--- src/rtl/matmul_pkg.sv ---
// shared types, constants and helpers for the matrix multiply block
package matmul_pkg;

	// defaults for the top level parameters
	localparam int MAX_DIM_DEF    = 8;
	localparam int ELEM_WIDTH_DEF = 16;

	// configuration register file
	localparam int DIM_W     = 4;
	localparam int CFG_IDX_W = 2;
	localparam logic [DIM_W-1:0] DIM_RESET = DIM_W'(8);

	localparam logic [CFG_IDX_W-1:0] REG_ROWS_A    = CFG_IDX_W'(0);
	localparam logic [CFG_IDX_W-1:0] REG_INNER_DIM = CFG_IDX_W'(1);
	localparam logic [CFG_IDX_W-1:0] REG_COLS_B    = CFG_IDX_W'(2);

	// load counter and element totals (at most two 8x8 matrices)
	localparam int CNT_W = 7;
	localparam int TOT_W = 8;

	// row and column index of a result word
	localparam int POS_W = 3;

	// one product job handed from the loader to the compute engine
	typedef struct packed {
		logic             bank;
		logic [DIM_W-1:0] m;
		logic [DIM_W-1:0] kd;
		logic [DIM_W-1:0] n;
	} job_t;

	// store write strobes from the loader
	typedef struct packed {
		logic we_left;
		logic we_right;
		logic bank;
	} store_wr_t;

	// tags that travel with each multiply through the engine pipeline
	typedef struct packed {
		logic             valid;
		logic             first;
		logic             lastk;
		logic             lastel;
		logic [POS_W-1:0] row;
		logic [POS_W-1:0] col;
	} pipe_tag_t;

	typedef enum logic [1:0] {
		BK_IDLE,
		BK_ISSUE,
		BK_WAIT
	} back_state_t;

	// zero acts as one, anything above the maximum acts as the maximum
	function automatic logic [DIM_W-1:0] clamp_dim(input logic [DIM_W-1:0] v,
		input logic [DIM_W-1:0] max_dim);
		logic [DIM_W-1:0] r;
		r = v;
		if (v == '0) begin
			r = DIM_W'(1);
		end else if (v > max_dim) begin
			r = max_dim;
		end
		return r;
	endfunction

endpackage

--- src/rtl/matmul_front.sv ---
// loader: config registers, element counting, store writes and job hand-off
module matmul_front
	import matmul_pkg::*;
#(
	parameter int MAX_DIM    = MAX_DIM_DEF,
	parameter int ELEM_WIDTH = ELEM_WIDTH_DEF,
	parameter int FLAT_W     = 6
) (
	input  logic                  clk,
	input  logic                  arst_n,
	input  logic                  wr_en,
	input  logic [CFG_IDX_W-1:0]  wr_index,
	input  logic [DIM_W-1:0]      wr_data,
	input  logic                  in_valid,
	output logic                  in_stall,
	input  logic [ELEM_WIDTH-1:0] element_value,
	output store_wr_t             st_wr,
	output logic [FLAT_W-1:0]     st_addr,
	output logic [ELEM_WIDTH-1:0] st_data,
	output logic                  job_push,
	output job_t                  job,
	input  logic                  job_done
);

	localparam logic [DIM_W-1:0] MAX_DIM_V = DIM_W'(MAX_DIM);

	logic [DIM_W-1:0] rows_q;
	logic [DIM_W-1:0] inner_q;
	logic [DIM_W-1:0] cols_q;
	logic [CNT_W-1:0] load_count_q;
	logic             bank_q;
	logic [1:0]       jobs_q;

	logic [DIM_W-1:0] m_c;
	logic [DIM_W-1:0] kd_c;
	logic [DIM_W-1:0] n_c;
	logic [TOT_W-1:0] na_c;
	logic [TOT_W-1:0] nb_c;
	logic [TOT_W-1:0] total_c;
	logic [TOT_W-1:0] idx_c;
	logic [TOT_W-1:0] flat_c;
	logic             is_left_c;
	logic             final_c;
	logic             accept;

	// configuration registers
	always_ff @(posedge clk or negedge arst_n) begin
		if (!arst_n) begin
			rows_q  <= DIM_RESET;
			inner_q <= DIM_RESET;
			cols_q  <= DIM_RESET;
		end else if (wr_en) begin
			case (wr_index)
				REG_ROWS_A:    rows_q  <= wr_data;
				REG_INNER_DIM: inner_q <= wr_data;
				REG_COLS_B:    cols_q  <= wr_data;
				default:       ;
			endcase
		end
	end

	// dimensions and matrix sizes under the current registers
	always_comb begin
		m_c       = clamp_dim(rows_q, MAX_DIM_V);
		kd_c      = clamp_dim(inner_q, MAX_DIM_V);
		n_c       = clamp_dim(cols_q, MAX_DIM_V);
		na_c      = TOT_W'(m_c) * TOT_W'(kd_c);
		nb_c      = TOT_W'(kd_c) * TOT_W'(n_c);
		total_c   = na_c + nb_c;
		idx_c     = TOT_W'(load_count_q);
		is_left_c = (idx_c < na_c);
		flat_c    = is_left_c ? idx_c : (idx_c - na_c);
		final_c   = ((idx_c + TOT_W'(1)) >= total_c);
	end

	// both banks busy means two products still owed
	assign in_stall = (jobs_q == 2'd2);
	assign accept   = in_valid && !in_stall;

	// store write straight from the accepted word
	assign st_wr.we_left  = accept && is_left_c;
	assign st_wr.we_right = accept && !is_left_c;
	assign st_wr.bank     = bank_q;
	assign st_addr        = flat_c[FLAT_W-1:0];
	assign st_data        = element_value;

	// job for the engine once the last right element is in
	assign job_push = accept && final_c;
	assign job.bank = bank_q;
	assign job.m    = m_c;
	assign job.kd   = kd_c;
	assign job.n    = n_c;

	// load counter, bank select and outstanding jobs
	always_ff @(posedge clk or negedge arst_n) begin
		if (!arst_n) begin
			load_count_q <= '0;
			bank_q       <= 1'b0;
			jobs_q       <= 2'd0;
		end else begin
			if (accept) begin
				if (final_c) begin
					load_count_q <= '0;
					bank_q       <= ~bank_q;
				end else begin
					load_count_q <= load_count_q + CNT_W'(1);
				end
			end
			if (job_push && !job_done) begin
				jobs_q <= jobs_q + 2'd1;
			end else if (job_done && !job_push) begin
				jobs_q <= jobs_q - 2'd1;
			end
		end
	end

endmodule

--- config.mk ---
export PLATFORM = sky130hd
export DESIGN_NAME = matmul_front
export DESIGN_NICKNAME = d
export VERILOG_FILES = /design/src/rtl/matmul_pkg.sv /design/src/rtl/matmul_front.sv
export SDC_FILE = /design/constraint.sdc
export NUM_CORES = 1
export LEC_CHECK = 0
export BUFFER_PORTS_ARGS = -buffer_cell sky130_fd_sc_hd__buf_2
export CAP_MARGIN = 20
export CORE_MARGIN = 10
export CORE_UTILIZATION = 60
export DETAILED_ROUTE_END_ITERATION = 16
export PLACE_DENSITY = 0.88
export SLEW_MARGIN = 20
export SYNTH_ARGS = -nofsm -noshare
export SYNTH_HDL_FRONTEND = slang
export SYNTH_SLANG_ARGS = --single-unit
--- constraint.sdc ---
create_clock -name clk -period 11.8 [get_ports clk]
set_input_delay 1.18 -clock clk [delete_from_list [all_inputs] [get_ports clk]]
set_output_delay 1.18 -clock clk [all_outputs]
set_load 0.02 [all_outputs]
==> out/results.ini <==
[power_and_ir_drop]
switching_share_pct = 50.55
peakVddDrop_mv = 0.1901
p_int_uw = 392.9
p_leak_uw = 0.001593
seq_power_share_pct = 16.6
combPwrFrac_pct = 74.5
power.switching_uw = 401.8
power_density_mw_per_mm2 = 261.0
p_clk_share_pct = 8.9

[sta]
layout_worst_path_cycle_share_pct = 62.86
maxSlewHeadroom_pct = 55.93
tns_ns = 0
setup_viol = 0
final_hold_viol_count = 0
max_freq_mhz = 134.8
fin_skew_ns = 0.003597
finalMaxSlewViolations = 0
tightest_slew_ns = 0.6542
fin_hold_ws_ns = 0.4761
rsz0062_at_grt = no
min_period_ns = 7.417

[yosys]
synth_compound_area_share_pct = 10.44
ys_seq_elements = 22
synthCells = 333
synth_edf_count = 0
synth_ff_type = dfrtp_1
avgSynthCellArea_um2 = 8.713
yosysWarnings = 0
synth.distinct_cells = 44
yosysMostFrequentCell = ha_1
ys_top_cells_by_count = ha_1 (44), inv_1 (41), nand2_1 (29), nor2_1 (26), dfrtp_1 (19)
synth_fp_nets = 418
synthAdderAreaFrac_pct = 28.63
ys_async_sr_fraction_pct = 100.0
synth_area_leaders = ha_1 (19%), dfrtp_1 (16%), fa_1 (9.7%)
synth_top_cell_area_share_pct = 18.97
synth_top_area_cell = ha_1
synthXorXnorAreaFrac_pct = 5.735
synth_top_family_by_area = adder cells
synth-simple-area-share_pct = 18.15
ys_seq_area_share_pct = 19.10
syn-cell-area_mm2 = 0.002902
muxShareOfSynthArea_pct = 6.943

[die]
pin_count = 67
initial_core_util_pct = 61.84
die_w_um = 89.54
rows = 25
design.core.area_mm2 = 0.004692
die_height_um = 89.54
die_area_mm2 = 0.008017

[placement]
hpwl_um = 5104
port_buffers = 34
placed_cells = 395
gp_congestion = 0.9040
dpl-instance-area_mm2 = 0.002974

[route]
antenna_left = 0
drt_wl_total_um = 6119
wire_per_inst_um = 15.34
vias_per_cell = 5.687
drtIter0Drc = 134
first_pass_iters = 4
vias = 2269
drc_errors = 0

[worst_setup_path]
cp.buffers_inverters = 4
cp.arrival_ns = 6.24
crit_path_start_kind = register
crit_slowest_cell = fa_1
required_ns = 10.62
endpoint_kind = output port
critPathMaxStageDelay_ns = 0.54
cp_max_fo = 4
critPathTopFamily = adder cells
crit_type = register to output port

[status]
status = complete, no violations

[global_routing]
grt_pass1_vias = 2336
antenna_found_initial = 0
grt_pass1_wl_um = 10470
grtUsageTotal_pct = 16.31
grt_max_degree = 23
gr-total-overflow = 0

[clocking]
holdBufCountCts = 0
post_cts_buffers = 0
clk_path_buf_depth = 2
cts_resized = 0
cts_root_buf = clkbuf_8
clk_pin_slew_worst_paths_ns = 0.08
cts_htree_levels = 1
cts.sinks = 22
insertion_delay_ns = 0.27
tritoncts = built
cts_made_buffers = 3

[finish]
nFillCells = 378
finalInstanceArea_mm2 = 0.003045
antenna_cells = 0
nets = 431
area_growth_pct = 4.959
fin_cells = 399
drive_above_1_share_pct = 19.13

[hold_path]
hp-class = register to register

[job]
drv_cap = 0

-- worst register-to-register path, delay by kind of cell, from the launching register on --
family / cells / cell delay [ns]
xor gates and xnor gates: 4 / 0.70
AOI/OAI and AO/OA: 7 / 1.03
adders and majority gates: 7 / 2.65
and+or+nand+nor: 8 / 1.36
buffers and inverters: 3 / 0.21
DFF: 1 / 0.40
-- routing by layer --
metal / part of all wire [%] / up-vias / GRT usage (%)
met5: 0 / - / 0
met1: 42 / 1078 / 19.48
met3: 3.8 / 19 / 2.188
met2: 52 / 52 / 28.63
met4: 2.5 / 0 / 6.647
li1: - / 1120 / -
-- kinds of logic (layout without fill, tap and decap cells) --
group                    after synthesis  after routing
AND/OR/NAND/NOR                      105            105
buffers and inverters                 67             79
adder cells (fa/ha/maj)               58             58
AO/OA/AOI/OAI                         44             44
flip-flops                            22             22
XOR/XNOR                              19             19
multiplexers                          18             18
-- worst paths after layout --
path                       startpoint    endpoint  slack (ns)  cells past startpoint
max                         rows_q[2]    job_push        4.38                     26
min reg2reg                 jobs_q[1]   jobs_q[1]        0.48                      1
max reg2reg                 rows_q[2]   jobs_q[1]        5.38                     29
min                         jobs_q[1]   jobs_q[1]        0.48                      1
min in group asynchronous      arst_n      bank_q        0.86                      1
max in group asynchronous      arst_n  inner_q[3]       10.58                      1
-- sequential cells by signal (all words and copies together) (netlist names) --
register / cells
load_count_q: 7
cols_q: 4
bank_q: 1
inner_q: 4
rows_q: 4
jobs_q: 2
-- metrics by stage --
step	power (µW)	util, %	worst slack (ns)
after floorplan	591.6	-	4.838
after global placement	702.3	63.39	4.907
after detailed placement	720.3	63.39	4.712
after CTS	800.2	64.91	4.403
after global routing	875.2	64.91	3.985
final	794.7	64.91	4.383
-- placed cells by master, fill, tap and decap left out, types with 5 or more instances in the layout --
| master | instances |
|---|---|
| and2_1 | 11 |
| ha_1 | 44 |
| o21ai_0 | 12 |
| dfrtp_1 | 19 |
| xnor2_1 | 8 |
| o21a_1 | 5 |
| nand2_1 | 29 |
| inv_1 | 41 |
| nand2b_1 | 8 |
| nor2b_1 | 5 |
| nor2_1 | 26 |
| a21oi_1 | 10 |
| buf_2 | 34 |
| xor2_1 | 11 |
| nand3_1 | 5 |
| mux2_2 | 17 |
| fa_1 | 14 |
-- area by class of cell --
class | count | area, µm² | area share [%]
multi-input cells | 244 | 2028 | 66.60
flip-flops and latches | 22 | 554.3 | 18.20
repair buffers | 34 | 170.2 | 5.588
inverters | 41 | 153.9 | 5.053
well taps | 54 | 67.56 | 2.219
clock buffers | 3 | 41.29 | 1.356
clock inverters | 1 | 30.03 | 0.9860
-- power by group through the flow --
| stage | clock, µW | combinational (µW) | sequential, µW |
|---|---|---|---|
| floorplan | 0 | 472 | 119 |
| global placement | 0 | 571 | 131 |
| detailed placement | 0 | 587 | 133 |
| CTS | 71.9 | 597 | 131 |
| global route | 76.3 | 663 | 136 |
| finish | 70.7 | 592 | 132 |
(Power assumes the default switching activity.)
