**src/rtl/matmul_pkg.sv**
```systemverilog
// shared types, constants and helpers for the matrix multiply block
package matmul_pkg;

	// defaults for the top level parameters
	localparam int MAX_DIM_DEF    = 8;
	localparam int ELEM_WIDTH_DEF = 16;

	// configuration register file
	localparam int DIM_W     = 4;
	localparam int CFG_IDX_W = 2;
	localparam logic [DIM_W-1:0] DIM_RESET = DIM_W'(8);

	localparam logic [CFG_IDX_W-1:0] REG_ROWS_A    = CFG_IDX_W'(0);
	localparam logic [CFG_IDX_W-1:0] REG_INNER_DIM = CFG_IDX_W'(1);
	localparam logic [CFG_IDX_W-1:0] REG_COLS_B    = CFG_IDX_W'(2);

	// load counter and element totals (at most two 8x8 matrices)
	localparam int CNT_W = 7;
	localparam int TOT_W = 8;

	// row and column index of a result word
	localparam int POS_W = 3;

	// one product job handed from the loader to the compute engine
	typedef struct packed {
		logic             bank;
		logic [DIM_W-1:0] m;
		logic [DIM_W-1:0] kd;
		logic [DIM_W-1:0] n;
	} job_t;

	// store write strobes from the loader
	typedef struct packed {
		logic we_left;
		logic we_right;
		logic bank;
	} store_wr_t;

	// tags that travel with each multiply through the engine pipeline
	typedef struct packed {
		logic             valid;
		logic             first;
		logic             lastk;
		logic             lastel;
		logic [POS_W-1:0] row;
		logic [POS_W-1:0] col;
	} pipe_tag_t;

	typedef enum logic [1:0] {
		BK_IDLE,
		BK_ISSUE,
		BK_WAIT
	} back_state_t;

	// zero acts as one, anything above the maximum acts as the maximum
	function automatic logic [DIM_W-1:0] clamp_dim(input logic [DIM_W-1:0] v,
		input logic [DIM_W-1:0] max_dim);
		logic [DIM_W-1:0] r;
		r = v;
		if (v == '0) begin
			r = DIM_W'(1);
		end else if (v > max_dim) begin
			r = max_dim;
		end
		return r;
	endfunction

endpackage

```
**src/rtl/matmul_queue.sv**
```systemverilog
// two-entry job queue between the loader and the compute engine
module matmul_queue
	import matmul_pkg::*;
(
	input  logic clk,
	input  logic arst_n,
	input  logic push,
	input  job_t push_job,
	input  logic pop,
	output job_t head_job,
	output logic empty
);

	logic   [1:0] count_q;
	logic         wr_ptr_q;
	logic         rd_ptr_q;
	job_t         entry_q [2];
	logic         full;

	assign empty    = (count_q == 2'd0);
	assign full     = (count_q == 2'd2);
	assign head_job = entry_q[rd_ptr_q];

	// pointers and fill level
	always_ff @(posedge clk or negedge arst_n) begin
		if (!arst_n) begin
			count_q  <= 2'd0;
			wr_ptr_q <= 1'b0;
			rd_ptr_q <= 1'b0;
		end else begin
			if (push) begin
				wr_ptr_q <= ~wr_ptr_q;
			end
			if (pop) begin
				rd_ptr_q <= ~rd_ptr_q;
			end
			if (push && !pop) begin
				count_q <= count_q + 2'd1;
			end else if (pop && !push) begin
				count_q <= count_q - 2'd1;
			end
		end
	end

	// entry storage
	always_ff @(posedge clk) begin
		if (push) begin
			entry_q[wr_ptr_q] <= push_job;
		end
	end

	// the loader only pushes while a bank is free, so the queue never overflows
	a_no_overflow: assert property (@(posedge clk) disable iff (!arst_n)
		push |-> (!full || pop))
		else $error("job queue overflow");

	a_no_underflow: assert property (@(posedge clk) disable iff (!arst_n)
		pop |-> !empty)
		else $error("job queue underflow");

endmodule

```
**config.mk**
```make
export PLATFORM = sky130hd
export DESIGN_NAME = matmul_queue
export DESIGN_NICKNAME = d
export VERILOG_FILES = /design/src/rtl/matmul_pkg.sv /design/src/rtl/matmul_queue.sv
export SDC_FILE = /design/constraint.sdc
export NUM_CORES = 1
export LEC_CHECK = 0
export ABC_AREA = 0
export BUFFER_PORTS_ARGS = -buffer_cell sky130_fd_sc_hd__buf_2
export CORE_MARGIN = 1.5
export CORE_UTILIZATION = 30
export CTS_BUF_LIST = sky130_fd_sc_hd__clkbuf_4 sky130_fd_sc_hd__clkbuf_8
export CTS_CLUSTER_DIAMETER = 200
export DETAILED_ROUTE_END_ITERATION = 7
export PLACE_DENSITY = 0.48
export SLEW_MARGIN = 20
export SYNTH_ARGS = -nofsm -noshare
export SYNTH_HDL_FRONTEND = slang
export SYNTH_SLANG_ARGS = --single-unit
```
**constraint.sdc**
```tcl
create_clock -name clk -period 4.6 [get_ports clk]
set_clock_uncertainty 0.15 [all_clocks]
set_input_delay 0 -clock clk [delete_from_list [all_inputs] [get_ports clk]]
set_output_delay 0 -clock clk [all_outputs]
set_load 0.005 [all_outputs]
```
==> results of run 1 <==
logic make-up (layout without fill, tap and decap cells):
logic type | count (synthesis) | count (layout)
flops | 30 | 30
fa+ha+maj | 1 | 1
mux | 13 | 13
xor+xnor | 5 | 5
simple gates | 4 | 4
buf+inv | 2 | 56
sequential cells by signal (all words and copies together) (netlist names):
register and cells:
entry_q 26, rd_ptr_q 1, count_q 2, wr_ptr_q 1
cell usage after synthesis (all sizes together):
library cell / instances / area (sq um)
xnor2: 1 / 8.760
ha: 1 / 12.51
mux2: 13 / 146.4
buf: 1 / 11.26
dfrtp: 4 / 100.1
inv: 1 / 3.750
nor2: 2 / 7.510
edfxtp: 26 / 780.8
xor2: 4 / 35.03
nor2b: 1 / 6.260
and2: 1 / 6.260
cell type report:
class                           count  area [sq um]  area share
Clock buffer                        5         68.82     0.04369
Clock inverter                      3         16.27     0.01033
Inverter                            1         3.754    0.002383
Multi-Input combinational cell     23         225.2      0.1430
Sequential cell                    30         880.8      0.5592
Tap cell                           48         60.06     0.03813
Timing Repair Buffer               47         320.3      0.2033
final timing paths:
path                                   startpoint                      end  slack [ps]  cells after the start
setup / recovery             rd_ptr_q$_DFFE_PN0P_              head_job[9]        2910                      2
hold / removal                        push_job[7]  entry_q[1][7]$_DFFE_PP_         290                      2
setup reg to reg             wr_ptr_q$_DFFE_PN0P_  entry_q[0][1]$_DFFE_PP_        3130                      1
hold reg to reg            count_q[1]$_DFFE_PN0P_   count_q[1]$_DFFE_PN0P_         330                      1
max in group asynchronous                  arst_n   count_q[1]$_DFFE_PN0P_        3680                      3
min in group asynchronous                  arst_n     wr_ptr_q$_DFFE_PN0P_         450                      3
worst max-delay path, delay by kind of cell (launching register included):
| family | cells | cell delay, ps |
|---|---|---|
| flip-flops | 1 | 720 |
| multiplexers | 1 | 410 |
| buffers and inverters | 1 | 130 |
layer usage:
| layer | wire [um] | track usage | vias up |
|---|---|---|---|
| li1 | - | - | 308 |
| met1 | 805 | 0.1153 | 295 |
| met2 | 798 | 0.1536 | 24 |
| met3 | 130 | 0.04754 | 5 |
| met4 | 42 | 0.06522 | 0 |
| met5 | 0 | 0 | - |
power groups by stage:
stage | logic, mW | registers, mW | clock network (mW)
finish | 0.189 | 0.412 | 0.199
global route | 0.211 | 0.424 | 0.215
CTS | 0.194 | 0.414 | 0.203
detailed placement | 0.182 | 0.418 | 0
global placement | 0.182 | 0.417 | 0
floorplan | 0.132 | 0.394 | 0
cell usage in the layout (no fill, tap or decap):
master	instances
mux2_2	13
ha_1	1
dfrtp_1	4
edfxtp_1	26
buf_2	30
clkinvlp_4	1
inv_1	1
dlygate4sd3_1	17
clkbuf_8	5
nor2_1	2
and2_1	1
xnor2_1	1
clkinv_1	1
clkinv_2	1
xor2_1	4
nor2b_2	1
timing repair:
item                      CTS  global route
hold endpoints to repair   33             0
resized for setup           0             0
hold buffers               17             0
metrics by stage:
stage / hold slack [ps] / total power, mW / worst slack (ps) / cell area [sq um]
floorplan: -445.6 / 0.5259 / 3059 / 1119
global placement: -338.7 / 0.5990 / 2778 / 1318
detailed placement: -340.0 / 0.6004 / 2761 / 1318
CTS: 289.7 / 0.8106 / 2753 / 1573
global route: 303.3 / 0.8494 / 2801 / 1575
finish: 294.9 / 0.7998 / 2906 / 1575
==> qor.csv, run 1 <==
stage,metric,value,unit
global_route,grt_pass1_wl,2994,um
critical_path,max_stage_delay,720,ps
routing,ant_nets,0,
critical_path,critPathKind,reg2out,
final_layout,fin_util,0.4335,
routing,drt_wl_total,1776,um
floorplanning,die_x,64.06,um
critical_path,path_cells,mux2_2 > buf_2,
place,place_congestion,0.5620,
routing,drc,0,
sta,finalHoldViolCount,0,
synth,syn_area_per_cell,20.34,sq um
sta,worst_pin_slew,649.2,ps
sta,fmax,0.5903,GHz
synth,synth-compound-area-share,0,
global_route,gr-usage-all-layers,0.1018,
sta,rsz0062_at_grt,no,
pwr,pwr-share-seq,0.515,
run_status,outcome,"complete, no violations",
global_route,grt_max_degree,15,
pwr,vdd_drop_max,0.0002103,V
sta,fin_crit,1694,ps
critical_path,crit_path_max_fanout,14,
pwr,swShare,0.2685,
synth,seq_area_frac_synth,0.7875,
synth,synth_mux_area_frac,0.1309,
place,dp_hpwl,1141,um
synth,synth_area,0.001119,sq mm
job,max_cap_viol_count,0,
clocking,cts.htree.levels,2,
floorplanning,die_area,0.004104,sq mm
global_route,grt_overflow,0,
synth,syn_inst,55,
synth,yosys.area_share.xor_xnor,0.03915,
floorplanning,coreArea,0.003633,sq mm
final_layout,drive_gt1_frac,0.4679,
sta,fin_setup_tns,0,ps
final_layout,stdcell_count,157,
synth,ys_seq_elements,30,
pwr,power.switching,0.2148,mW
place,placedCellCount,132,
clocking,root_buffer,clkbuf_8,
clocking,cts_buffer_depth,2,
routing,drt_iter0_markers,17,
synth,synthSimpleGateAreaFrac,0.01790,
synth,synth_fp_nets,73,
global_route,grt_pass1_vias,680,
clocking,postCtsSetupRepairBufs,0,
place,portBuffers,30,
sta,slew_headroom,0.5653,
routing,firstDrtPassIters,3,
critical_path,cp_slowest_cell,dfrtp_1,
routing,wl_per_cell,11.31,um
synth,yosys.area_share.adder,0.01119,
routing,vias,632,
routing,vias_per_cell,4.025,
critical_path,start_kind,flip-flop,
final_layout,diodes,0,
final_layout,final_nets,126,
synth,ys_warn_count,0,
floorplanning,initial_core_util,0.3079,
synth,ys_types,11,
clocking,insertion_delay,280,ps
clocking,cts_made_buffers,5,
floorplanning,die_height,64.06,um
floorplanning,pin_count,31,
pwr,internal-power,0.5850,mW
sta,post-route-period-util,0.3683,
pwr,combPwrFrac,0.236,
clocking,clkTransAtPathRegs,60,ps
pwr,power_density,507.7,mW/mm^2
pwr,power.leakage,0.6165,nW
sta,final-setup-viol-count,0,
final_layout,nFillCells,354,
critical_path,arrival,1540,ps
global_route,antenna_found_initial,0,
synth,synth_top_family_by_area,multiplexers,
clocking,cts_sinks,30,
sta,slew_violations,0,
min_path,worstHoldPathType,in2reg,
floorplanning,row_count,22,
pwr,pwr-share-clk,0.249,
critical_path,critPathRequiredTime,4450,ps
final_layout,syn_to_final_growth,40.83,%
critical_path,crit_path_end_kind,primary output,
clocking,cts_tree,done,
Power figures use the tool's default switching activity.
==> run 2: changes to the inputs <==
==> constraint.sdc (replaced) <==
create_clock -name clk -period 1.6 [get_ports clk]
set_clock_uncertainty 0.15 [all_clocks]
set_input_delay 0 -clock clk [delete_from_list [all_inputs] [get_ports clk]]
set_output_delay 0 -clock clk [all_outputs]
set_load 0.005 [all_outputs]
==> qor.csv, run 2 (same netlist as run 1, synthesis figures left out) <==
stage,metric,value,unit
routing,wl_per_cell,11.64,um
sta,worst_pin_slew,210.9,ps
pwr,vdd_drop_max,0.0005661,V
clocking,root_buffer,clkbuf_8,
pwr,power_density,1498,mW/mm^2
floorplanning,row_count,22,
clocking,cts_buffer_depth,2,
critical_path,arrival,1300,ps
routing,vias_per_cell,4.148,
clocking,cts_resized,0,
sta,whs,296.1,ps
final_layout,final_nets,131,
global_route,grt_pass1_wl,3194,um
final_layout,top_regs,"entry_q (26), count_q (2)",
routing,drt_iter0_markers,10,
final_layout,diodes,0,
routing,vias,672,
routing,firstDrtPassIters,2,
floorplanning,die_height,64.06,um
place,dp_hpwl,1327,um
critical_path,crit_path_max_fanout,14,
job,max_cap_viol_count,0,
place,place_congestion,0.5438,
critical_path,crit_path_end_kind,primary output,
min_path,worstHoldPathType,in2reg,
global_route,grt_overflow,0,
routing,ant_nets,0,
sta,rsz0062_at_grt,no,
final_layout,mostFrequentLayoutCells,"buf_2 (30), edfxtp_1 (26), dlygate4sd3_1 (17), mux2_2 (13), clkbuf_8 (6)",
sta,fin_setup_tns,0,ps
final_layout,drive_gt1_frac,0.4912,
global_route,gr-usage-all-layers,0.1060,
routing,drc,0,
final_layout,largest_register_ffs,26,
sta,fin_crit,1455,ps
sta,slew_violations,0,
final_layout,final_common_cell,buf_2,
place,place_ws,319.9,ps
sta,fmax,0.6873,GHz
final_layout,top_register,entry_q,
clocking,clkTransAtPathRegs,60,ps
clocking,cts_sinks,30,
floorplanning,initial_core_util,0.3079,
floorplanning,coreArea,0.003633,sq mm
final_layout,fin_util,0.4466,
critical_path,critPathKind,reg2out,
sta,post-route-period-util,0.9093,
floorplanning,pin_count,31,
pwr,power,2.431,mW
critical_path,critPathRequiredTime,1450,ps
sta,setup_ws,145.1,ps
critical_path,start_kind,flip-flop,
floorplanning,die_area,0.004104,sq mm
routing,drt_wl_total,1886,um
sta,finalHoldViolCount,0,
sta,final-setup-viol-count,0,
global_route,grt_pass1_vias,725,
global_route,grt_max_degree,15,
final_layout,syn_to_final_growth,45.08,%
clocking,cts.htree.levels,2,
run_status,outcome,"complete, no violations",
clocking,cts_made_buffers,5,
floorplanning,die_x,64.06,um
clocking,cts_tree,done,
global_route,antenna_found_initial,0,
sta,slew_headroom,0.8594,
pwr,power.leakage,0.6516,nW
place,portBuffers,30,
clocking,insertion_delay,270,ps
run 2: changes by cell type in the layout (fill, tap and decap cells not counted), sizes merged:
cell and delta:
clkinv -2, clkbuf +3, clkinvlp -1, buf +5
run 2: cell type report:
| type | instances | area, sq um |
|---|---|---|
| clock buffers | 8 | 97.59 |
| fillers | 352 | 2011 |
| inverters | 1 | 3.754 |
| multi-input cells | 23 | 222.7 |
| flip-flops and latches | 30 | 880.8 |
| well taps | 48 | 60.06 |
| repair buffers | 52 | 357.8 |
run 2: final timing paths:
kind                                      startpoint                  endpoint  slack [ps]  cells after the start
worst max-delay path            rd_ptr_q$_DFFE_PN0P_              head_job[11]         150                      3
worst min-delay path                    push_job[12]  entry_q[0][12]$_DFFE_PP_         300                      2
worst max register to register  wr_ptr_q$_DFFE_PN0P_   entry_q[1][6]$_DFFE_PP_         350                      2
worst min register to register  wr_ptr_q$_DFFE_PN0P_      wr_ptr_q$_DFFE_PN0P_         340                      1
max in group asynchronous                     arst_n      rd_ptr_q$_DFFE_PN0P_         670                      3
min in group asynchronous                     arst_n    count_q[1]$_DFFE_PN0P_         460                      3
run 2: critical path, cell delays in order, from the launching register on:
cell     delay, ps
dfrtp_1        320
buf_4          230
mux2_2         360
buf_2          130
run 2: report_power, final:
group / internal [mW] / switching (mW)
logic: 0.379 / 0.299
clock network: 0.384 / 0.252
registers: 1.05 / 0.0627
total: 1.82 / 0.614
run 2: per-layer routing:
metal / wire [um] / GRT usage
met4: 36 / 0.07337
met5: 0 / 0
met3: 105 / 0.03345
met1: 805 / 0.1190
met2: 939 / 0.1706
run 2: timing repair:
| action | in CTS | in global routing |
|---|---|---|
| setup buffers | 0 | 0 |
| hold endpoints to repair | 33 | 0 |
| hold buffers | 17 | 0 |
run 2: metrics by stage:
| step | cells | instance area, sq um |
|---|---|---|
| detailed placement | 137 | 1355 |
| floorplan | 55 | 1119 |
| CTS | 162 | 1623 |
| global route | 162 | 1623 |
| finish | 162 | 1623 |
| global placement | 137 | 1355 |
==> run 3: changes to the inputs <==
--- a/config.mk
+++ b/config.mk
@@ -5,7 +5,7 @@
 export SDC_FILE = /design/constraint.sdc
 export NUM_CORES = 1
 export LEC_CHECK = 0
-export ABC_AREA = 0
+export ABC_AREA = 1
 export BUFFER_PORTS_ARGS = -buffer_cell sky130_fd_sc_hd__buf_2
 export CORE_MARGIN = 1.5
 export CORE_UTILIZATION = 30
==> qor.csv, run 3 <==
stage,metric,value,unit
sta,finalHoldViolCount,0,
final_layout,largest_register_ffs,26,
synth,synth_fp_nets,82,
final_layout,mostFrequentLayoutCells,"buf_2 (30), edfxtp_1 (26), dlygate4sd3_1 (17), mux2_2 (13), inv_1 (7)",
clocking,cts.hold.buffers_added,17,
synth,syn_inst,64,
final_layout,top_regs,"entry_q (26), count_q (2)",
synth,seq_area_frac_synth,0.7719,
sta,final-setup-viol-count,0,
synth,synth_top_area_cell,edfxtp_1,
global_route,grt_overflow,0,
clocking,insertion_delay,270,ps
routing,firstDrtPassIters,2,
place,dp_hpwl,1387,um
routing,ant_nets,0,
global_route,gr-usage-all-layers,0.1134,
sta,whs,298.4,ps
place,portBuffers,30,
pwr,power_density,1475,mW/mm^2
sta,rsz0062_at_grt,no,
synth,ys_warn_count,0,
final_layout,final_nets,139,
pwr,power.leakage,0.6773,nW
pwr,vdd_drop_max,0.0005407,V
critical_path,arrival,1370,ps
routing,vias_per_cell,4.147,
clocking,cts_sinks,30,
synth,syn_area_per_cell,17.83,sq um
critical_path,max_stage_delay,370,ps
synth,ys_types,12,
routing,wl_per_cell,11.66,um
synth,synth.top_cell.area_share,0.6842,
synth,synth_area_leaders,"edfxtp_1 (68%), mux2_2 (13%), dfrtp_1 (8.8%)",
sta,slew_headroom,0.8623,
critical_path,start_kind,flip-flop,
final_layout,diodes,0,
job,max_cap_viol_count,0,
floorplanning,die_height,64.68,um
place,place_area,0.001370,sq mm
clocking,cts_resized,0,
clocking,postCtsSetupRepairBufs,0,
sta,fmax,0.6584,GHz
final_layout,finalInstanceArea,0.001632,sq mm
floorplanning,row_count,22,
critical_path,crit_path_end_kind,primary output,
sta,fin_setup_tns,0,ps
clocking,cts_buffer_depth,2,
sta,post-route-period-util,0.9493,
synth,synth_ff_type,edfxtp_1,
sta,worst_pin_slew,205.8,ps
synth,synth_area,0.001141,sq mm
clocking,cts_tree,done,
critical_path,crit_path_max_fanout,13,
routing,wl_met3,112,um
clocking,clkTransAtPathRegs,60,ps
synth,ys_seq_elements,30,
synth,synth_edf_count,26,
routing,dr_wl_met2,1016,um
routing,drt_wl_total,1983,um
floorplanning,die_x,64.68,um
final_layout,syn_to_final_growth,42.98,%
final_layout,final_common_cell,buf_2,
place,place_congestion,0.5965,
clocking,cts_made_buffers,5,
floorplanning,die_area,0.004183,sq mm
clocking,cts.htree.levels,2,
final_layout,drive_gt1_frac,0.4508,
critical_path,cp_slowest_cell,mux2_2,
floorplanning,coreArea,0.003661,sq mm
final_layout,top_register,entry_q,
routing,vias,705,
synth,async_reset_ff_frac,0.1333,
global_route,grt_pass1_wl,3284,um
routing,drc,0,
floorplanning,pin_count,31,
run_status,outcome,"complete, no violations",
routing,drt-met1-wl,817,um
synth,synth.most_common_cell,edfxtp_1,
min_path,worstHoldPathType,in2reg,
global_route,antenna_found_initial,0,
critical_path,path_cells,buf_4 > mux2_2 > buf_2,
routing,drt_iter0_markers,41,
global_route,grt_max_degree,14,
sta,slew_violations,0,
floorplanning,initial_core_util,0.3117,
critical_path,critPathRequiredTime,1450,ps
critical_path,critPathKind,reg2out,
global_route,grt_pass1_vias,741,
final_layout,nFillCells,334,
synth,yosys-top-cells-count,"edfxtp_1 (26), mux2_2 (13), inv_1 (7)",
sta,fin_crit,1519,ps
clocking,root_buffer,clkbuf_8,
routing,routed.top_layer,met4,
==> run 3: layout make-up <==
type | instances | area [sq um] | share of cell area
Inverter | 7 | 26.28 | 0.01610
Sequential cell | 30 | 880.8 | 0.5399
Multi-Input combinational cell | 26 | 222.7 | 0.1365
Clock buffer | 8 | 91.34 | 0.05598
Timing Repair Buffer | 51 | 350.3 | 0.2147
Tap cell | 48 | 60.06 | 0.03681
==> run 3: routing by layer <==
layer  vias up  track usage
met2        21       0.1966
li1        343            -
met1       336       0.1112
met4         0      0.07979
met3         5      0.04167
met5         -            0
==> run 3: kinds of logic after synthesis <==
family	share of synthesized area
muxes	0.1283
DFF	0.7719
and+or+nand+nor	0.03290
xor gates and xnor gates	0.02303
adders and majority gates	0.01096
buffers and inverters	0.03290
==> run 3: worst paths after layout <==
check                                           to  slack [ps]  cells past startpoint                 start
min in group asynchronous   count_q[1]$_DFFE_PN0P_         460                      3                arst_n
max in group asynchronous     wr_ptr_q$_DFFE_PN0P_         660                      3                arst_n
min reg2reg                   rd_ptr_q$_DFFE_PN0P_         320                      1  rd_ptr_q$_DFFE_PN0P_
max reg2reg                entry_q[1][4]$_DFFE_PP_         370                      3  wr_ptr_q$_DFFE_PN0P_
min                        entry_q[0][3]$_DFFE_PP_         300                      2           push_job[3]
max                                    head_job[6]          80                      3  rd_ptr_q$_DFFE_PN0P_
==> run 3: power by group <==
part | switching, mW | internal [mW] | leakage, nW
Clock | 0.252 | 0.359 | 0.0498
Sequential | 0.0703 | 1.05 | 0.291
Combinational | 0.301 | 0.372 | 0.336
==> run 3: metrics by stage <==
stage | worst slack, ps | total power [mW] | cells | util
final | 81.07 | 2.407 | 170 | 0.4457
after global routing | 14.49 | 2.560 | 170 | 0.4457
after CTS | 51.14 | 2.456 | 170 | 0.4457
after detailed placement | 356.2 | 1.805 | 145 | 0.3742
after global placement | 378.9 | 1.783 | 145 | 0.3742
after floorplan | 87.65 | 1.524 | 64 | -
==> run 3: critical path, delay by kind of cell, from the launching register on <==
| family | cells | cell delay, ps |
|---|---|---|
| buffers and inverters | 2 | 370 |
| DFF | 1 | 360 |
| muxes | 1 | 370 |
